File: src/design/dsr_pkg.sv
// Shared types and constants for the stream-aware RRIP replacement engine.
// Used by the front end, the queue, the back end and the top level.
package dsr_pkg;

    // Item kinds.
    localparam logic KIND_QUERY  = 1'b0;
    localparam logic KIND_UPDATE = 1'b1;

    // Configuration register byte addresses.
    localparam logic [1:0] REG_STREAM_WINDOW = 2'd0;

    localparam logic [1:0]  RRPV_MAX     = 2'd3;
    localparam logic [1:0]  RUN_MAX      = 2'd3;
    localparam logic [9:0]  PSEL_MID     = 10'd512;
    localparam logic [9:0]  PSEL_TOP     = 10'd1023;
    localparam logic [3:0]  WINDOW_RESET = 4'd8;
    localparam int          BIP_BITS     = 5;
    localparam int          LINE_SHIFT   = 6;
    localparam int          LINE_W       = 48 - LINE_SHIFT;

    // One accepted item as it travels from front to back.
    typedef struct packed {
        logic        kind;
        logic [10:0] set_index;
        logic [3:0]  way_index;
        logic        hit;
        logic [47:0] phys_address;
    } item_t;

    // Queue status seen by both sides.
    typedef struct packed {
        logic full;
        logic empty;
    } q_status_t;

    // Per-set stream detector state.
    typedef struct packed {
        logic [LINE_W-1:0] last_line;
        logic [1:0]        stride_run;
        logic              stream_active;
        logic [3:0]        countdown;
    } det_t;

    typedef enum logic [1:0] {
        ST_CLEAR,
        ST_FETCH,
        ST_EXEC
    } back_state_t;

endpackage

File: src/design/dsr_front.sv
// Front end: accepts items, reduces the set index modulo the set count.
// Depends on dsr_pkg; feeds dsr_queue.
module dsr_front #(
    parameter int NUM_SETS = 2048
) (
    input  logic              clk,
    input  logic              rst_n,
    input  logic              start,
    output logic              busy,
    input  dsr_pkg::item_t    in_item,
    input  logic              clearing,
    input  dsr_pkg::q_status_t q_stat,
    output logic              push,
    output dsr_pkg::item_t    push_item
);
    import dsr_pkg::*;

    localparam int RECIP_SHIFT = 24;
    localparam int RECIP       = ((1 << RECIP_SHIFT) + NUM_SETS - 1) / NUM_SETS;
    localparam int RECIP_W     = $clog2(RECIP + 1);
    localparam int PROD_W      = 11 + RECIP_W;
    localparam int NS_W        = $clog2(NUM_SETS + 1);
    localparam int QN_W        = 11 + NS_W;

    logic        valid_reg;
    item_t       item_reg;
    logic [10:0] quot_reg;
    logic [PROD_W-1:0] prod;
    logic [QN_W-1:0]   qn;
    logic [11:0]       rem;
    logic              accept;

    // Busy while the back end clears or the held beat cannot move on.
    assign busy   = clearing | (valid_reg & q_stat.full);
    assign accept = start & ~busy;
    assign push   = valid_reg & ~q_stat.full;

    // Quotient by reciprocal multiplication.
    assign prod = PROD_W'(in_item.set_index) * PROD_W'(RECIP);

    // Remainder with one correction step.
    always_comb
    begin
        qn  = QN_W'(quot_reg) * QN_W'(NUM_SETS);
        rem = 12'(item_reg.set_index) - 12'(qn);
        if (rem >= 12'(NUM_SETS))
        begin
            rem = rem - 12'(NUM_SETS);
        end
        push_item           = item_reg;
        push_item.set_index = rem[10:0];
    end

    always_ff @(posedge clk or negedge rst_n)
    begin
        if (!rst_n)
        begin
            valid_reg <= 1'b0;
        end
        else if (accept)
        begin
            valid_reg <= 1'b1;
        end
        else if (push)
        begin
            valid_reg <= 1'b0;
        end
    end

    // Payload capture.
    always_ff @(posedge clk)
    begin
        if (accept)
        begin
            item_reg <= in_item;
            quot_reg <= 11'(prod >> RECIP_SHIFT);
        end
    end

endmodule

File: config.mk
export PLATFORM = sky130hd
export DESIGN_NAME = dsr_front
export DESIGN_NICKNAME = d
export VERILOG_FILES = /design/src/design/dsr_pkg.sv /design/src/design/dsr_front.sv
export SDC_FILE = /design/constraint.sdc
export NUM_CORES = 1
export LEC_CHECK = 0
export ABC_AREA = 1
export BUFFER_PORTS_ARGS = -buffer_cell sky130_fd_sc_hd__buf_2
export CAP_MARGIN = 30
export CORE_MARGIN = 4
export CORE_UTILIZATION = 40
export CTS_BUF_LIST = sky130_fd_sc_hd__clkbuf_8
export CTS_CLUSTER_DIAMETER = 40
export DETAILED_ROUTE_END_ITERATION = 16
export PLACE_DENSITY_LB_ADDON = 0.25
export SLEW_MARGIN = 20
export SYNTH_ARGS = -nofsm -noshare
export SYNTH_HDL_FRONTEND = slang
export SYNTH_SLANG_ARGS = --single-unit
File: constraint.sdc
create_clock -name clk -period 6 [get_ports clk]
set_input_delay 1.2 -clock clk [delete_from_list [all_inputs] [get_ports clk]]
set_output_delay 1.2 -clock clk [all_outputs]
set_load 0.01 [all_outputs]
==> impl_metrics.py <==
metrics = {
    "status": {
        "status": "completed",
    },
    "clock_tree": {
        "cts_sinks": 66,
        "htree_levels": 3,
        "cts_tree": "built",
        "clockBufferDepth": 2,
        "cts_resized": 0,
        "clock-root-buffer": "clkbuf_8",
        "hold_buffers": 0,
        "cts_buffers": 9,
        "cts_setup_buffers": 0,
        "clock_latency_ns": 0.32,
        "clkTransAtPathRegs_ns": 0.06,
    },
    "finish": {
        "largest_register_ffs": 54,
        "diodes": 0,
        "fin_util_pct": 61.2,
        "nets": 293,
        "drive_gt1_share_pct": 66.1,
        "syn2layout_area_growth_pct": 46.2,
    },
    "worst_hold_path": {
        "whs_path_depth": 2,
        "hold_path.class": "reg -> reg",
        "worstHoldStart": "valid_reg",
        "hold_end": "valid_reg",
    },
    "timing": {
        "max_freq_mhz": 360,
        "setup_viol": 0,
        "fin_skew_ns": 0.00587,
        "fin_crit_sh_pct": 46.3,
        "worst_slew_pin_slew_ns": 0.827,
        "rsz0062_at_grt": "no",
        "setup_tns_ns": 0,
        "slew_violations": 0,
        "hold_violations": 0,
        "fin_crit_ns": 2.78,
        "maxSlewHeadroom_pct": 44.8,
    },
    "setup_path": {
        "cp_data_arrival_time_ns": 1.58,
        "path_cells": "buf_2, nand2_2, nand2_2, buf_2",
        "cp_num_buf_inv": 2,
        "cp_max_fo": 2,
        "cpMaxStageDelayCell": "buf_2",
        "critPathTopFamily": "buffers and inverters",
        "rrSetupSlack_ns": 3.97,
        "r2r_end": "push_item[36]",
        "end_kind": "primary output",
        "slowest_delay_ns": 0.14,
        "r2r-start": "valid_reg",
        "worstSetupStartpointType": "input pin",
        "path_class": "in -> out",
        "required_ns": 4.80,
        "reg2reg_depth": 4,
    },
    "synth": {
        "syn_area_sq_um": 2020,
        "syn_area_per_cell_sq_um": 27.2,
        "yosysTopAreaCellShare_pct": 96.8,
        "synth_area_leader_cell": "edfxtp_1",
        "synth-seq-area-share_pct": 98.1,
        "synth_seq_cells": 66,
        "synthesis.instances": 74,
        "yosysWarnings": 0,
        "synth_area_leaders": "edfxtp_1 97%, dfrtp_1 1.2%, nand2_2 0.62%",
        "syn-num-nets": 145,
        "synth.distinct_cells": 7,
    },
    "die": {
        "core-area_sq_um": 4820,
        "io_pins": 138,
        "start_util_pct": 41.8,
        "dieHeight_um": 79.0,
        "die_area_sq_um": 6240,
        "core.rowCount": 25,
        "die_w_um": 79.0,
    },
    "place": {
        "port_buffers": 136,
        "gp_congestion": 0.654,
    },
    "power": {
        "p_leak_nw": 1.27,
        "ir_drop_uv": 169,
        "p_total_mw": 0.881,
        "pwr_density_cell_nw_per_um2": 299,
    },
    "route": {
        "drt_first_pass_iters": 4,
        "drt_iter0_markers": 61,
        "viasPerCell": 4.11,
        "postRouteWirelength_mm": 3.85,
        "antenna_left": 0,
        "drcViolationCount": 0,
        "route.vias.total": 1208,
        "wl_per_cell_um": 13.1,
    },
    "global_routing": {
        "overflow": 0,
        "grt_pass1_wl_mm": 5.73,
        "grt_max_degree": 35,
        "track_usage_pct": 12.8,
        "antenna_found_initial": 0,
        "grt_pass1_vias": 1210,
    },
    "run": {
        "drv_cap": 0,
    },
}
[worst register-to-register path: stages (launching register included)]
cell and delay, ns:
dfrtp_1 0.39, nand2_2 0.07, nand2_2 0.06, nor2_4 0.63
buf_4 0.52
[cell families after synthesis]
logic type / count (synthesis) / share of synthesized area (%)
buf+inv: 3 / 0.559
compound gates: 1 / 0.248
simple gates: 4 / 1.12
flops: 66 / 98.1
[metrics by stage]
step           setup WS, ns  hold slack (ns)  instance area, sq um  cells
2_1_floorplan          2.55            0.481                  2020     74
3_3_place_gp           3.02            0.507                  2790    278
3_5_place_dp           3.01            0.514                  2790    278
4_1_cts                3.22            0.527                  2950    294
5_1_grt                3.18            0.564                  2950    294
6_report               3.22            0.519                  2950    294
[Yosys cell counts]
cell	count
inv_1	3
o21ai_0	1
nor2_2	1
dfrtp_1	1
nand2_2	2
edfxtp_1	65
nor2_1	1
[cells in the final DEF, fill, tap and decap left out]
master | Yosys | final
buf_2 | 0 | 136
buf_4 | 0 | 1
clkbuf_8 | 0 | 9
clkinv_1 | 0 | 3
clkinvlp_4 | 0 | 1
dfrtp_1 | 1 | 1
edfxtp_1 | 65 | 65
inv_1 | 3 | 6
nand2_2 | 2 | 2
nor2_1 | 1 | 1
nor2_4 | 0 | 1
o21ai_0 | 1 | 1
[worst max-delay path by stage]
stage                    from       endpoint  cells after the start
global placement    q_stat[1]  push_item[33]                      5
detailed placement  q_stat[1]   item_reg[58]                      5
global route        q_stat[1]           busy                      4
floorplan           q_stat[1]   item_reg[53]                      3
finish              q_stat[1]           busy                      4
CTS                 q_stat[1]           busy                      4
[power breakdown]
| group | internal [mW] | switching (mW) |
|---|---|---|
| clock network | 0.141 | 0.145 |
| registers | 0.531 | 0.00376 |
| logic | 0.0287 | 0.0322 |
[cell type report]
cell class / instances / area, sq um
inverters: 3 / 11.3
fillers: 392 / 1870
well taps: 67 / 83.8
clock buffers: 9 / 124
multi-input cells: 5 / 32.5
clock inverters: 7 / 30.0
flip-flops and latches: 66 / 1980
repair buffers: 137 / 688
[metal layers]
metal | GRT usage (%) | share of wire, % | up-vias
met4 | 8.76 | 1.2 | 0
met3 | 6.58 | 17 | 5
li1 | - | - | 586
met1 | 14.4 | 36 | 522
met2 | 18.7 | 46 | 95
met5 | 0 | 0 | -
No activity file was read; power rests on OpenSTA's default activity.
