**src/design/dsr_pkg.sv**
```systemverilog
// Shared types and constants for the stream-aware RRIP replacement engine.
// Used by the front end, the queue, the back end and the top level.
package dsr_pkg;

    // Item kinds.
    localparam logic KIND_QUERY  = 1'b0;
    localparam logic KIND_UPDATE = 1'b1;

    // Configuration register byte addresses.
    localparam logic [1:0] REG_STREAM_WINDOW = 2'd0;

    localparam logic [1:0]  RRPV_MAX     = 2'd3;
    localparam logic [1:0]  RUN_MAX      = 2'd3;
    localparam logic [9:0]  PSEL_MID     = 10'd512;
    localparam logic [9:0]  PSEL_TOP     = 10'd1023;
    localparam logic [3:0]  WINDOW_RESET = 4'd8;
    localparam int          BIP_BITS     = 5;
    localparam int          LINE_SHIFT   = 6;
    localparam int          LINE_W       = 48 - LINE_SHIFT;

    // One accepted item as it travels from front to back.
    typedef struct packed {
        logic        kind;
        logic [10:0] set_index;
        logic [3:0]  way_index;
        logic        hit;
        logic [47:0] phys_address;
    } item_t;

    // Queue status seen by both sides.
    typedef struct packed {
        logic full;
        logic empty;
    } q_status_t;

    // Per-set stream detector state.
    typedef struct packed {
        logic [LINE_W-1:0] last_line;
        logic [1:0]        stride_run;
        logic              stream_active;
        logic [3:0]        countdown;
    } det_t;

    typedef enum logic [1:0] {
        ST_CLEAR,
        ST_FETCH,
        ST_EXEC
    } back_state_t;

endpackage

```
**src/design/dsr_queue.sv**
```systemverilog
// Two-entry queue between the front and back ends.
// Depends on dsr_pkg.
module dsr_queue (
    input  logic               clk,
    input  logic               rst_n,
    input  logic               push,
    input  dsr_pkg::item_t     push_item,
    input  logic               pop,
    output dsr_pkg::item_t     head,
    output dsr_pkg::q_status_t q_stat
);
    import dsr_pkg::*;

    item_t      slot_reg [2];
    logic       wptr_reg;
    logic       rptr_reg;
    logic [1:0] count_reg;

    assign head         = slot_reg[rptr_reg];
    assign q_stat.full  = count_reg == 2'd2;
    assign q_stat.empty = count_reg == 2'd0;

    // Pointers and fill count.
    always_ff @(posedge clk or negedge rst_n)
    begin
        if (!rst_n)
        begin
            wptr_reg  <= 1'b0;
            rptr_reg  <= 1'b0;
            count_reg <= 2'd0;
        end
        else
        begin
            if (push)
            begin
                wptr_reg <= ~wptr_reg;
            end
            if (pop)
            begin
                rptr_reg <= ~rptr_reg;
            end
            if (push && !pop)
            begin
                count_reg <= count_reg + 2'd1;
            end
            else if (pop && !push)
            begin
                count_reg <= count_reg - 2'd1;
            end
        end
    end

    // Storage.
    always_ff @(posedge clk)
    begin
        if (push)
        begin
            slot_reg[wptr_reg] <= push_item;
        end
    end

endmodule

```
**config.mk**
```make
export PLATFORM = sky130hd
export DESIGN_NAME = dsr_queue
export DESIGN_NICKNAME = d
export VERILOG_FILES = /design/src/design/dsr_pkg.sv /design/src/design/dsr_queue.sv
export SDC_FILE = /design/constraint.sdc
export NUM_CORES = 1
export LEC_CHECK = 0
export ABC_CLOCK_PERIOD_IN_PS = 7400
export BUFFER_PORTS_ARGS = -buffer_cell sky130_fd_sc_hd__buf_4
export CAP_MARGIN = 10
export CELL_PAD_IN_SITES_DETAIL_PLACEMENT = 1
export CELL_PAD_IN_SITES_GLOBAL_PLACEMENT = 2
export CORE_MARGIN = 1
export CORE_UTILIZATION = 41
export DETAILED_ROUTE_END_ITERATION = 7
export PLACE_DENSITY = 0.89
export SYNTH_ARGS = -nofsm -noshare
export SYNTH_HDL_FRONTEND = slang
export SYNTH_SLANG_ARGS = --single-unit
export TNS_END_PERCENT = 1
```
**constraint.sdc**
```tcl
create_clock -name clk -period 7.4 [get_ports clk]
set_input_delay 0.37 -clock clk [delete_from_list [all_inputs] [get_ports clk]]
set_output_delay 0.37 -clock clk [all_outputs]
set_load 0.01 [all_outputs]
```
==> impl_metrics.yaml, run 1 <==
sta:
  fin_crit_ns: 2.56
  drv_slew: 0
  finalHoldViolCount: 0
  finClkSkew_ns: 0.00724
  max_slew_margin_pct: 25.3
  fmax_ghz: 0.391
  rsz0062_at_grt: "no"
  worst_slack_ns: 4.84
  period_share_pct: 34.6
  setup_violations: 0
  tightest_slew_ns: 1.12
  finalSetupTns_ns: 0
route:
  vias: 2506
  viasPerCell: 4.76
  route.detailed.drc: 0
  wire_per_inst_um: 17.7
  drt_iter0_markers: 127
  drt_pre_antenna_iters: 4
  ant_nets: 0
  wl_mm: 9.31
placement:
  port_buffers: 135
  place.gp.congestion: 0.658
  hpwl_mm: 5.75
  dp.cells: 494
  place_ws_ns: 5.24
synth:
  synth_seq_cells: 134
  postSynth.asyncResetShare_pct: 2.99
  ys.flop_type: "edfxtp_1"
  yosysWarnings: 0
  synth_area_mm2: 0.00504
  synth_nets: 288
  synth_edf_count: 130
  ys_seq_area_share_pct: 79.5
  syn-mean-instance-area_um2: 23.1
  synth_cell_type_count: 13
  yosysMostFrequentCell: "edfxtp_1"
  yosys-top-cells-area: "edfxtp_1 77%, mux2_4 12%, mux2_2 5.6%, dfrtp_1 2.0%, buf_6 1.1%"
  ys_top_cells_by_count: "130 x edfxtp_1, 40 x mux2_4, 25 x mux2_2, 5 x buf_6"
  synth_top_area_cell: "edfxtp_1"
  yosysTopAreaCellShare_pct: 77.5
  syn-instance-count: 218
power_and_ir_drop:
  power.leakage_nw: 2.64
  vdd_drop_max_mv: 0.207
  finalPower_mw: 2.56
  power_density_mw_per_mm2: 383
final_layout:
  multiInputGateArea_um2: 975
  fillers: 1108
  nNetsFinal: 437
  largest_register_ffs: 130
  fin_cells: 526
  seq_area_mm2: 0.00401
  antenna_cells: 0
  drive_above_1_share_pct: 58.8
  area_delta_synth_final_pct: 32.6
  final_util_pct: 55.6
floorplan:
  dieArea_mm2: 0.0127
  start_util_pct: 41.9
  fp.dieH_um: 113
  io-pin-count: 136
  die-width_um: 113
  core_area_mm2: 0.0120
  std_cell_rows: 40
global_routing:
  grt-ovfl-total: 0
  grt_max_degree: 67
  grt_pass1_wl_mm: 14.2
  grtUsageTotal_pct: 15.6
  grt_pass1_vias: 2812
  antenna_found_initial: 0
clock_tree:
  cts.sinks: 134
  clockBufferDepth: 2
  clock_latency_ns: 0.41
  path_clk_slew_ns: 0.05
  cts_buffers: 17
  ctsRootBufferMaster: "clkbuf_16"
  h-tree-depth: 4
  tritoncts: "yes"
  postCtsResizedCells: 0
outcome:
  status: "finished clean"
setup_path:
  rr_endpoint: "slot_reg[0][10]$_DFFE_PP_"
  crit_type: "reg -> out"
  endpoint: "head[58]"
  crit_fanout: 66
  crit_path_start: "rptr_reg$_DFFE_PN0P_"
  endpoint_kind: "primary output"
  path_buf_inv: 1
  cp-start-kind: "register"
  crit_arrival_ns: 2.19
  slowest_delay_ns: 1.13
  rr_startpoint: "wptr_reg$_DFFE_PN0P_"
  worstPathCellList: "mux2_2 -> buf_4"
  crit_family: "flip-flops"
  slowest_stage: "dfrtp_4"
  cp.depth: 2
  rrSetupSlack_ns: 5.75
  ff2ff_path_depth: 2
  cp.required_ns: 7.03
run:
  max_cap_violations: 0
min_path:
  worstHoldPathType: "in -> reg"
[cells by family after synthesis]
| kind of cell | synth area share (%) |
|---|---|
| flip-flops | 79.5 |
| adder cells (fa/ha/maj) | 0.248 |
| AND/OR/NAND/NOR | 0.522 |
| XOR/XNOR | 0.869 |
| multiplexers | 17.5 |
| buffers and inverters | 1.39 |
[timing repair]
action                                 in CTS  in global routing
hold buffers                                1                  0
buffers inserted                            0                  0
endpoints found under the hold margin       4                  0
[worst min-delay path by stage]
stage          cells after the start                        to  slack [ns]    startpoint
2_1_floorplan                      0  count_reg[0]$_DFFE_PN0P_        0.07         rst_n
3_3_place_gp                       1      rptr_reg$_DFFE_PN0P_        0.17         rst_n
3_5_place_dp                       1  count_reg[0]$_DFFE_PN0P_        0.17         rst_n
4_1_cts                            1  slot_reg[1][2]$_DFFE_PP_        0.12  push_item[2]
5_1_grt                            1  slot_reg[1][2]$_DFFE_PP_        0.12  push_item[2]
6_report                           1  slot_reg[0][2]$_DFFE_PP_        0.14  push_item[2]
[stage by stage]
| step | hold WS (ns) | instance area, um^2 |
|---|---|---|
| 3_3_place_gp | 0.168 | 6190 |
| 6_report | 0.145 | 6680 |
| 2_1_floorplan | 0.0744 | 5040 |
| 5_1_grt | 0.122 | 6680 |
| 4_1_cts | 0.119 | 6680 |
| 3_5_place_dp | 0.170 | 6190 |
[power breakdown]
part	switching [mW]	internal, mW
Clock	0.273	0.414
Combinational	0.283	0.444
Sequential	0.131	1.01
Total	0.687	1.87
[layer usage]
layer / track usage, % / share of wire (%) / up-vias
met5: 0 / 0 / -
li1: - / - / 1155
met4: 8.16 / 1.2 / 0
met1: 16.0 / 39 / 1249
met3: 5.78 / 5.8 / 10
met2: 27.7 / 54 / 92
[placed cells by master, fill, tap and decap left out]
cell	Yosys	final
and2_4	0	1
buf_4	0	136
clkbuf_1	0	4
clkbuf_16	0	17
clkinv_1	0	8
clkinv_2	0	2
dfrtp_1	4	3
dfrtp_4	0	1
dlygate4sd3_1	0	1
edfxtp_1	130	130
ha_1	1	1
inv_1	1	1
mux2_2	25	25
mux2_4	40	40
nor2_1	2	2
nor2b_1	2	1
nor2b_4	0	1
xnor2_1	1	1
xor2_1	4	4
[worst register-to-register path: stages (launching register included)]
cell	delay [ns]
dfrtp_1	0.42
nor2b_4	0.11
buf_4	0.70
[area by class of cell]
class | instances | share of cell area (%)
clock buffer | 21 | 6.59
multi-input combinational | 76 | 14.6
inverter | 1 | 0.0562
timing repair buffer | 137 | 15.4
clock inverter | 10 | 0.599
tap | 147 | 2.75
sequential | 134 | 60.0
(Power assumes the default switching activity.)
==> run 2, diff against run 1 <==
--- a/config.mk
+++ b/config.mk
@@ -5,15 +5,15 @@
 export SDC_FILE = /design/constraint.sdc
 export NUM_CORES = 1
 export LEC_CHECK = 0
-export ABC_CLOCK_PERIOD_IN_PS = 7400
+export ABC_CLOCK_PERIOD_IN_PS = 2070
 export BUFFER_PORTS_ARGS = -buffer_cell sky130_fd_sc_hd__buf_4
 export CAP_MARGIN = 10
 export CELL_PAD_IN_SITES_DETAIL_PLACEMENT = 1
 export CELL_PAD_IN_SITES_GLOBAL_PLACEMENT = 2
 export CORE_MARGIN = 1
-export CORE_UTILIZATION = 41
+export CORE_UTILIZATION = 35
 export DETAILED_ROUTE_END_ITERATION = 7
-export PLACE_DENSITY = 0.89
+export PLACE_DENSITY = 0.81
 export SYNTH_ARGS = -nofsm -noshare
 export SYNTH_HDL_FRONTEND = slang
 export SYNTH_SLANG_ARGS = --single-unit
==> constraint.sdc (replaced) <==
create_clock -name clk -period 2.07 [get_ports clk]
set_input_delay 0.1035 -clock clk [delete_from_list [all_inputs] [get_ports clk]]
set_output_delay 0.1035 -clock clk [all_outputs]
set_load 0.01 [all_outputs]
==> run 2 against run 1 <==
Effect of this change: hold slack lost 0.11 ns; final area up 13%; core utilization down 1.8 points; clock power increased to 3.9 times the previous value; critical path depth rose by 1; register-to-register slack worse by 5.1 ns; wire length rose by 13%; sequential power rose to 3.3 times the previous value; critical endpoint is now head[64]; highest routed layer unchanged.
==> impl_metrics.yaml, run 2 (synthesized netlist as in run 1, its figures left out) <==
clock_tree:
  cts.sinks: 134
  h-tree-depth: 4
  tritoncts: "yes"
  clockBufferDepth: 2
  ctsRootBufferMaster: "clkbuf_16"
  cts_buffers: 17
  clock_latency_ns: 0.41
  path_clk_slew_ns: 0.05
outcome:
  status: "finished clean"
power_and_ir_drop:
  vdd_drop_max_mv: 0.591
  power_density_mw_per_mm2: 1280
  power.leakage_nw: 2.98
setup_path:
  crit_arrival_ns: 1.72
  cp-start-kind: "register"
  crit_type: "reg -> out"
  endpoint_kind: "primary output"
  cp.required_ns: 1.97
  crit_fanout: 33
route:
  drt_pre_antenna_iters: 4
  wire_per_inst_um: 16.6
  drt_iter0_markers: 73
  wl_mm: 10.5
  viasPerCell: 4.40
  route.detailed.drc: 0
  ant_nets: 0
  vias: 2783
sta:
  period_share_pct: 88.2
  drv_slew: 0
  fmax_ghz: 0.548
  rsz0062_at_grt: "no"
  max_slew_margin_pct: 74.0
  fin_crit_ns: 1.83
  finClkSkew_ns: 0.00578
  tightest_slew_ns: 0.390
  setup_violations: 0
  finalHoldViolCount: 0
final_layout:
  antenna_cells: 0
  largest_register_ffs: 130
  final_common_cell: "buf_4"
  fin_cells: 632
  final_cell_mix: "137 x buf_4, 130 x edfxtp_1, 68 x dlygate4sd3_1, 40 x mux2_4, 25 x mux2_2"
  final_util_pct: 53.8
  nNetsFinal: 509
  drive_above_1_share_pct: 51.5
  area_delta_synth_final_pct: 49.3
global_routing:
  grt_pass1_wl_mm: 16.0
  grt_max_degree: 42
  antenna_found_initial: 0
  grtUsageTotal_pct: 15.1
  grt-ovfl-total: 0
  grt_pass1_vias: 3127
run:
  max_cap_violations: 0
floorplan:
  io-pin-count: 136
  core_area_mm2: 0.0140
  die-width_um: 122
  std_cell_rows: 43
  dieArea_mm2: 0.0149
  fp.dieH_um: 122
  start_util_pct: 36.0
placement:
  port_buffers: 135
  dp.cells: 532
  hpwl_mm: 6.50
  place.gp.congestion: 0.685
min_path:
  worstHoldPathType: "in -> async"
## run 2: changes by cell type in the layout (fill, tap and decap cells not counted)
| cell | change |
|---|---|
| bufinv_16 | +1 |
| buf_4 | +1 |
| clkinv_2 | +3 |
| clkbuf_1 | +4 |
| buf_12 | +4 |
| dlygate4sd3_1 | +67 |
| clkinv_1 | -8 |
| clkbuf_8 | +1 |
## run 2: final timing paths
kind	startpoint	to	cells past startpoint	slack [ns]
worst max-delay path	rptr_reg$_DFFE_PN0P_	head[64]	3	0.24
worst min-delay path	rst_n	wptr_reg$_DFFE_PN0P_	2	0.03
worst max register to register	wptr_reg$_DFFE_PN0P_	slot_reg[0][42]$_DFFE_PP_	2	0.62
worst min register to register	count_reg[1]$_DFFE_PN0P_	count_reg[1]$_DFFE_PN0P_	1	0.50
max in group asynchronous	rst_n	rptr_reg$_DFFE_PN0P_	2	1.91
min in group clk	push_item[62]	slot_reg[0][62]$_DFFE_PP_	2	0.42
## run 2: stage by stage
step / worst slack [ns] / total power, mW / setup TNS (ns) / cell area [um^2] / hold slack, ns
floorplan: -0.315 / 5.60 / -20.44 / 5050 / -0.192
global placement: 0.643 / 6.85 / 0 / 6320 / -0.0901
detailed placement: 0.606 / 6.93 / 0 / 6320 / -0.0897
CTS: 0.216 / 9.74 / 0 / 7520 / 0.00211
global route: 0.182 / 10.1 / 0 / 7520 / 0.0183
finish: 0.244 / 9.62 / 0 / 7520 / 0.0309
## run 2: report_power, final
| group | leakage (nW) | internal [mW] | switching, mW |
|---|---|---|---|
| sequential | 1.27 | 3.61 | 0.187 |
| combinational | 1.46 | 1.76 | 1.39 |
| clock | 0.260 | 1.67 | 0.998 |
## run 2: layout make-up
type                            instances  area [um^2]
Clock inverter                          6         55.1
Clock buffer                           26          469
Fill cell                            1306         6460
Inverter                                1         3.75
Timing Repair Buffer                  209         1790
Sequential cell                       134         4010
Multi-Input combinational cell         76          975
Tap cell                              180          225
## run 2: critical path: stages (launching register included)
cell     delay [ns]
dfrtp_4        0.49
buf_12         0.27
mux2_2         0.38
buf_4          0.15
## run 2: what timing repair did
action / 4_1_cts / 5_1_grt
hold buffers: 68 / 0
resized for setup: 0 / 0
setup buffers: 0 / 0
hold endpoints to repair: 136 / 0
## run 2: routing by layer
metal  vias to the layer above  wire [um]  GRT usage (%)
met1                      1377       4150           16.5
met4                         0        194           7.87
met3                        15        510           3.60
met2                        94       5660           26.9
met5                         -          0              0
li1                       1297          -              -
